==> config.mk <==
export PLATFORM = sky130hd
export DESIGN_NAME = sha512_ctrl
export DESIGN_NICKNAME = d
export VERILOG_FILES = /design/src/hdl/sha512_pkg.sv /design/src/hdl/sha512_ctrl.sv
export SDC_FILE = /design/constraint.sdc
export NUM_CORES = 1
export LEC_CHECK = 0
export ABC_AREA = 1
export BUFFER_PORTS_ARGS = -buffer_cell sky130_fd_sc_hd__buf_2
export CAP_MARGIN = 20
export CORE_MARGIN = 4
export CORE_UTILIZATION = 47
export CTS_BUF_LIST = sky130_fd_sc_hd__clkbuf_4 sky130_fd_sc_hd__clkbuf_8
export DETAILED_ROUTE_END_ITERATION = 16
export PLACE_DENSITY = 0.78
export RECOVER_POWER = 50
export SETUP_SLACK_MARGIN = 0.05
export SLEW_MARGIN = 30
export SYNTH_ARGS = -nofsm -noshare
export SYNTH_HDL_FRONTEND = slang
export SYNTH_SLANG_ARGS = --single-unit
==> constraint.sdc <==
create_clock -name clk_i -period 1.4 [get_ports clk_i]
set_clock_uncertainty 0.05 [all_clocks]
set_input_delay 0.14 -clock clk_i [delete_from_list [all_inputs] [get_ports clk_i]]
set_output_delay 0.14 -clock clk_i [all_outputs]
set_load 0.03 [all_outputs]
==> src/hdl/sha512_pkg.sv <==
package sha512_pkg;

  typedef enum logic [1:0] {
    SEL_MSG,
    SEL_PAD80,
    SEL_ZERO,
    SEL_LEN
  } push_sel_e;

  typedef struct packed {
    logic      push;
    push_sel_e sel;
    logic      count;
    logic      load;
    logic      round;
    logic      add_hash;
    logic      clear;
    logic [6:0] round_idx;
    logic [2:0] out_idx;
  } dp_cmd_t;

  typedef struct packed {
    logic [3:0] fill;
  } dp_status_t;

  localparam logic [63:0] PAD_WORD = 64'h8000_0000_0000_0000;
  localparam logic [6:0]  LAST_ROUND = 7'd79;

  localparam logic [63:0] IV [8] = '{
    64'h6a09e667f3bcc908, 64'hbb67ae8584caa73b, 64'h3c6ef372fe94f82b, 64'ha54ff53a5f1d36f1,
    64'h510e527fade682d1, 64'h9b05688c2b3e6c1f, 64'h1f83d9abfb41bd6b, 64'h5be0cd19137e2179
  };

  function automatic logic [63:0] round_const(logic [6:0] idx);
    logic [63:0] k;
    unique case (idx)
      7'd0:  k = 64'h428a2f98d728ae22;
      7'd1:  k = 64'h7137449123ef65cd;
      7'd2:  k = 64'hb5c0fbcfec4d3b2f;
      7'd3:  k = 64'he9b5dba58189dbbc;
      7'd4:  k = 64'h3956c25bf348b538;
      7'd5:  k = 64'h59f111f1b605d019;
      7'd6:  k = 64'h923f82a4af194f9b;
      7'd7:  k = 64'hab1c5ed5da6d8118;
      7'd8:  k = 64'hd807aa98a3030242;
      7'd9:  k = 64'h12835b0145706fbe;
      7'd10: k = 64'h243185be4ee4b28c;
      7'd11: k = 64'h550c7dc3d5ffb4e2;
      7'd12: k = 64'h72be5d74f27b896f;
      7'd13: k = 64'h80deb1fe3b1696b1;
      7'd14: k = 64'h9bdc06a725c71235;
      7'd15: k = 64'hc19bf174cf692694;
      7'd16: k = 64'he49b69c19ef14ad2;
      7'd17: k = 64'hefbe4786384f25e3;
      7'd18: k = 64'h0fc19dc68b8cd5b5;
      7'd19: k = 64'h240ca1cc77ac9c65;
      7'd20: k = 64'h2de92c6f592b0275;
      7'd21: k = 64'h4a7484aa6ea6e483;
      7'd22: k = 64'h5cb0a9dcbd41fbd4;
      7'd23: k = 64'h76f988da831153b5;
      7'd24: k = 64'h983e5152ee66dfab;
      7'd25: k = 64'ha831c66d2db43210;
      7'd26: k = 64'hb00327c898fb213f;
      7'd27: k = 64'hbf597fc7beef0ee4;
      7'd28: k = 64'hc6e00bf33da88fc2;
      7'd29: k = 64'hd5a79147930aa725;
      7'd30: k = 64'h06ca6351e003826f;
      7'd31: k = 64'h142929670a0e6e70;
      7'd32: k = 64'h27b70a8546d22ffc;
      7'd33: k = 64'h2e1b21385c26c926;
      7'd34: k = 64'h4d2c6dfc5ac42aed;
      7'd35: k = 64'h53380d139d95b3df;
      7'd36: k = 64'h650a73548baf63de;
      7'd37: k = 64'h766a0abb3c77b2a8;
      7'd38: k = 64'h81c2c92e47edaee6;
      7'd39: k = 64'h92722c851482353b;
      7'd40: k = 64'ha2bfe8a14cf10364;
      7'd41: k = 64'ha81a664bbc423001;
      7'd42: k = 64'hc24b8b70d0f89791;
      7'd43: k = 64'hc76c51a30654be30;
      7'd44: k = 64'hd192e819d6ef5218;
      7'd45: k = 64'hd69906245565a910;
      7'd46: k = 64'hf40e35855771202a;
      7'd47: k = 64'h106aa07032bbd1b8;
      7'd48: k = 64'h19a4c116b8d2d0c8;
      7'd49: k = 64'h1e376c085141ab53;
      7'd50: k = 64'h2748774cdf8eeb99;
      7'd51: k = 64'h34b0bcb5e19b48a8;
      7'd52: k = 64'h391c0cb3c5c95a63;
      7'd53: k = 64'h4ed8aa4ae3418acb;
      7'd54: k = 64'h5b9cca4f7763e373;
      7'd55: k = 64'h682e6ff3d6b2b8a3;
      7'd56: k = 64'h748f82ee5defb2fc;
      7'd57: k = 64'h78a5636f43172f60;
      7'd58: k = 64'h84c87814a1f0ab72;
      7'd59: k = 64'h8cc702081a6439ec;
      7'd60: k = 64'h90befffa23631e28;
      7'd61: k = 64'ha4506cebde82bde9;
      7'd62: k = 64'hbef9a3f7b2c67915;
      7'd63: k = 64'hc67178f2e372532b;
      7'd64: k = 64'hca273eceea26619c;
      7'd65: k = 64'hd186b8c721c0c207;
      7'd66: k = 64'heada7dd6cde0eb1e;
      7'd67: k = 64'hf57d4f7fee6ed178;
      7'd68: k = 64'h06f067aa72176fba;
      7'd69: k = 64'h0a637dc5a2c898a6;
      7'd70: k = 64'h113f9804bef90dae;
      7'd71: k = 64'h1b710b35131c471b;
      7'd72: k = 64'h28db77f523047d84;
      7'd73: k = 64'h32caab7b40c72493;
      7'd74: k = 64'h3c9ebe0a15c9bebc;
      7'd75: k = 64'h431d67c49c100d4c;
      7'd76: k = 64'h4cc5d4becb3e42b6;
      7'd77: k = 64'h597f299cfc657e2a;
      7'd78: k = 64'h5fcb6fab3ad6faec;
      7'd79: k = 64'h6c44198c4a475817;
      default: k = 64'h0;
    endcase
    return k;
  endfunction

endpackage

==> src/hdl/sha512_ctrl.sv <==
module sha512_ctrl (
  input  logic                   clk_i,
  input  logic                   rst_ni,
  input  logic                   in_valid_i,
  output logic                   in_ready_o,
  input  logic                   last_word_i,
  input  logic                   full_word_i,
  output logic                   out_valid_o,
  input  logic                   out_ready_i,
  output logic [2:0]             word_index_o,
  output logic                   last_digest_o,
  output sha512_pkg::dp_cmd_t    cmd_o,
  input  sha512_pkg::dp_status_t status_i
);
  import sha512_pkg::*;

  localparam logic [2:0] ST_IDLE  = 3'd0;
  localparam logic [2:0] ST_PAD   = 3'd1;
  localparam logic [2:0] ST_LOAD  = 3'd2;
  localparam logic [2:0] ST_ROUND = 3'd3;
  localparam logic [2:0] ST_ADD   = 3'd4;
  localparam logic [2:0] ST_OUT   = 3'd5;

  localparam logic [1:0] PH_MSG  = 2'd0;
  localparam logic [1:0] PH_PAD  = 2'd1;
  localparam logic [1:0] PH_DONE = 2'd2;

  localparam logic [3:0] FILL_LEN_SLOT = 4'd14;
  localparam logic [3:0] FILL_FULL     = 4'd15;
  localparam logic [2:0] IDX_LAST      = 3'd7;

  logic [2:0] state_q, state_d;
  logic [1:0] phase_q, phase_d;
  logic       pend80_q, pend80_d;
  logic       len_next_q, len_next_d;
  logic [6:0] round_q, round_d;
  logic [2:0] idx_q, idx_d;

  always_comb begin
    state_d    = state_q;
    phase_d    = phase_q;
    pend80_d   = pend80_q;
    len_next_d = len_next_q;
    round_d    = round_q;
    idx_d      = idx_q;
    in_ready_o  = 1'b0;
    out_valid_o = 1'b0;
    cmd_o           = '0;
    cmd_o.sel       = SEL_MSG;
    cmd_o.round_idx = round_q;
    cmd_o.out_idx   = idx_q;

    unique case (state_q)
      ST_IDLE: begin
        in_ready_o = 1'b1;
        if (in_valid_i) begin
          cmd_o.push  = 1'b1;
          cmd_o.count = 1'b1;
          if (last_word_i) begin
            phase_d    = PH_PAD;
            pend80_d   = full_word_i;
            len_next_d = 1'b0;
          end
          if (status_i.fill == FILL_FULL) begin
            state_d = ST_LOAD;
          end else if (last_word_i) begin
            state_d = ST_PAD;
          end
        end
      end
      ST_PAD: begin
        cmd_o.push = 1'b1;
        if (pend80_q) begin
          cmd_o.sel = SEL_PAD80;
          pend80_d  = 1'b0;
        end else if (len_next_q) begin
          cmd_o.sel  = SEL_LEN;
          len_next_d = 1'b0;
          phase_d    = PH_DONE;
        end else begin
          cmd_o.sel = SEL_ZERO;
          // the zero in slot 14 is the high length word
          if (status_i.fill == FILL_LEN_SLOT) begin
            len_next_d = 1'b1;
          end
        end
        if (status_i.fill == FILL_FULL) begin
          state_d = ST_LOAD;
        end
      end
      ST_LOAD: begin
        cmd_o.load = 1'b1;
        round_d    = 7'd0;
        state_d    = ST_ROUND;
      end
      ST_ROUND: begin
        cmd_o.round = 1'b1;
        round_d     = round_q + 7'd1;
        if (round_q == LAST_ROUND) begin
          state_d = ST_ADD;
        end
      end
      ST_ADD: begin
        cmd_o.add_hash = 1'b1;
        unique case (phase_q)
          PH_MSG:  state_d = ST_IDLE;
          PH_PAD:  state_d = ST_PAD;
          default: begin
            state_d = ST_OUT;
            idx_d   = 3'd0;
          end
        endcase
      end
      ST_OUT: begin
        out_valid_o = 1'b1;
        if (out_ready_i) begin
          idx_d = idx_q + 3'd1;
          if (idx_q == IDX_LAST) begin
            cmd_o.clear = 1'b1;
            phase_d     = PH_MSG;
            state_d     = ST_IDLE;
          end
        end
      end
      default: begin
        state_d = ST_IDLE;
      end
    endcase
  end

  always_ff @(posedge clk_i or negedge rst_ni) begin
    if (!rst_ni) begin
      state_q    <= ST_IDLE;
      phase_q    <= PH_MSG;
      pend80_q   <= 1'b0;
      len_next_q <= 1'b0;
      round_q    <= 7'd0;
      idx_q      <= 3'd0;
    end else begin
      state_q    <= state_d;
      phase_q    <= phase_d;
      pend80_q   <= pend80_d;
      len_next_q <= len_next_d;
      round_q    <= round_d;
      idx_q      <= idx_d;
    end
  end

  assign word_index_o  = idx_q;
  assign last_digest_o = (idx_q == IDX_LAST);

endmodule

==> impl_metrics.ini <==
[detailed_routing]
vias = 1273
dr.pass1.iters = 4
drtIter0Drc = 70
drc = 0
vias_per_cell = 5.58
wl_per_cell_um = 16.2
ant_nets = 0
routed_wl_um = 3700

[synthesis]
yosysUniqueCellTypes = 22
syn_nets = 158
ys_seq_area_frac = 0.406
avgSynthCellArea_um2 = 7.23
ys_seq_elements = 17
netlist_area_um2 = 1050
yosysWarnings = 0
syn_inst = 145

[sta]
worst_pin_slew_ns = 0.967
relSlewSlack = 0.355
setup_viol = 15
maxSlewViolCount = 0
setup_ws_ns = -0.112
timing.fmax_mhz = 662
post-route-min-period_ns = 1.51
rsz0062_at_grt = yes
finalCritPeriodShare = 1.08
hold_viol = 0

[critical_path]
start_kind = register
critPathKind = register to primary output
endpoint_kind = primary output
crit_arrival_ns = 1.32
crit_required_ns = 1.21
worstPathMaxFanout = 4

[clock_tree]
path_clk_slew_ns = 0.11
cts_tree = done
cts-root-buf = clkbuf_4
clock_sinks = 17
numCtsBuffers = 3
clk_latency_ns = 0.30
htreeDepth = 1
clockBufferDepth = 2

[global_routing]
gr-usage-all-layers = 0.200
grt_max_degree = 18
grt_pass1_vias = 1081
grt_overflow = 0
grt_first_pass_wirelength_um = 4940
antenna_found_initial = 0

[placement]
globalplace.congestion = 0.812
portBuffers = 33
pre_cts_slack_ns = 0.0295
dp_hpwl_um = 1940
dp.cells = 207

[pwr]
power_density_nw_per_um2 = 479
leakagePower_nw = 0.859
vdd_drop_max_mv = 0.566

[worst_hold_path]
hp-class = input port to register

[cells_and_area]
antennaDiodeCount = 0
final_cells = 228
nFillCells = 124
nets = 215
drive_gt1_frac = 0.507
syn_to_final_growth_pct = 62.1
seqCellArea_um2 = 434
multiInputGateArea_um2 = 706
post-route-util = 0.832

[die]
start_util = 0.513
fp-row-count = 16
dieHeight_um = 55.2
coreArea_um2 = 2040
pin_count = 34
die_w_um = 55.2
die_area_um2 = 3050

[status]
status = finished, violations left
violations = setup timing

[flow_run]
maxCapViolCount = 0
registers in the layout, indices dropped and copies added (netlist names):
register,cells
round_q,7
state_q,3
word_index_o,3
phase_q,2
len_next_q,1
pend80_q,1
cell usage in the layout, fill, tap and decap left out, types with 5 or more instances in the layout:
| cell | instances |
|---|---|
| nor2_4 | 9 |
| nand3_2 | 5 |
| nand2_1 | 32 |
| nor2_1 | 8 |
| nand3_1 | 13 |
| o21ai_0 | 7 |
| buf_6 | 16 |
| buf_4 | 18 |
| inv_2 | 6 |
| dfrtp_1 | 10 |
| buf_2 | 16 |
| inv_1 | 13 |
| dfrtp_2 | 7 |
critical path, stage by stage, from the launching register on:
cell	delay, ns
dfrtp_2	0.48
nor2_4	0.17
nand2_4	0.09
o21ai_2	0.14
buf_6	0.15
per-layer routing:
metal / global-route usage / vias up / share of wire
met5: 0 / - / 0
met4: 0.0938 / 0 / 0.018
met3: 0.0303 / 10 / 0.075
met2: 0.331 / 75 / 0.52
met1: 0.254 / 598 / 0.38
li1: - / 590 / -
final cells by class:
type | count | share of cell area
Inverter | 20 | 0.0457
Clock buffer | 3 | 0.0133
Multi-Input combinational cell | 105 | 0.415
Clock inverter | 1 | 0.00295
Sequential cell | 17 | 0.256
Timing Repair Buffer | 55 | 0.247
Tap cell | 27 | 0.0199
power by group:
group / total [mW] / internal (mW) / switching (mW) / leakage (nW)
clock network: 0.281 / 0.107 / 0.175 / 0.0177
logic: 0.0379 / 0.0141 / 0.0238 / 0.637
registers: 0.494 / 0.493 / 0.00132 / 0.204
worst paths after layout:
kind | end | start | slack (ns) | cells after the start
min in group asynchronous | state_q[2]$_DFFE_PN0P_ | rst_ni | 0.45 | 2
max in group asynchronous | round_q[1]$_DFFE_PN0P_ | rst_ni | 0.20 | 2
setup / recovery | cmd_o[17] | state_q[1]$_DFFE_PN0P_ | -0.11 | 4
hold / removal | phase_q[0]$_DFFE_PN0P_ | last_word_i | 0.09 | 3
setup reg to reg | phase_q[1]$_DFFE_PN0P_ | word_index_o[1]$_DFFE_PN0P_ | -0.08 | 10
hold reg to reg | phase_q[0]$_DFFE_PN0P_ | phase_q[0]$_DFFE_PN0P_ | 0.45 | 2
kinds of logic (layout without fill, tap and decap cells):
logic type               Yosys count  in the layout  synth area share
AND/OR/NAND/NOR                   85             85             0.371
buffers and inverters             23             79            0.0931
AO/OA/AOI/OAI                     17             17            0.0943
flip-flops                        17             17             0.406
adder cells (fa/ha/maj)            3              3            0.0358
synth_stat cells, drive strengths merged:
master | count | area share
a22o | 1 | 0.0084
dfrtp | 17 | 0.41
nand4 | 3 | 0.018
o31ai | 1 | 0.0072
or2 | 1 | 0.0060
nand2 | 39 | 0.14
nor2 | 20 | 0.098
a22oi | 1 | 0.0072
ha | 3 | 0.036
buf | 3 | 0.021
nand3 | 20 | 0.095
o22ai | 1 | 0.0060
o21ai | 10 | 0.051
nor3 | 2 | 0.0095
a21oi | 3 | 0.014
inv | 20 | 0.072
per-stage QoR:
stage	total power [mW]	hold slack [ns]	area, um^2	TNS (ns)
5_1_grt	0.837	0.101	1700	-1.82
3_3_place_gp	0.538	0.0314	1340	0
4_1_cts	0.810	0.0661	1550	-0.674
3_5_place_dp	0.539	0.0357	1340	0
2_1_floorplan	0.512	-0.206	1120	-0.111
6_report	0.813	0.0857	1700	-1.02
repair_timing:
item | 4_1_cts | 5_1_grt
endpoints found under the setup margin | 17 | 20
endpoints found under the hold margin | 17 | 0
pin swaps | 6 | 12
gates resized for setup | 31 | 35
cloned | 0 | 0
setup buffers | 10 | 7
hold buffers | 1 | 0
(Power assumes the default switching activity.)
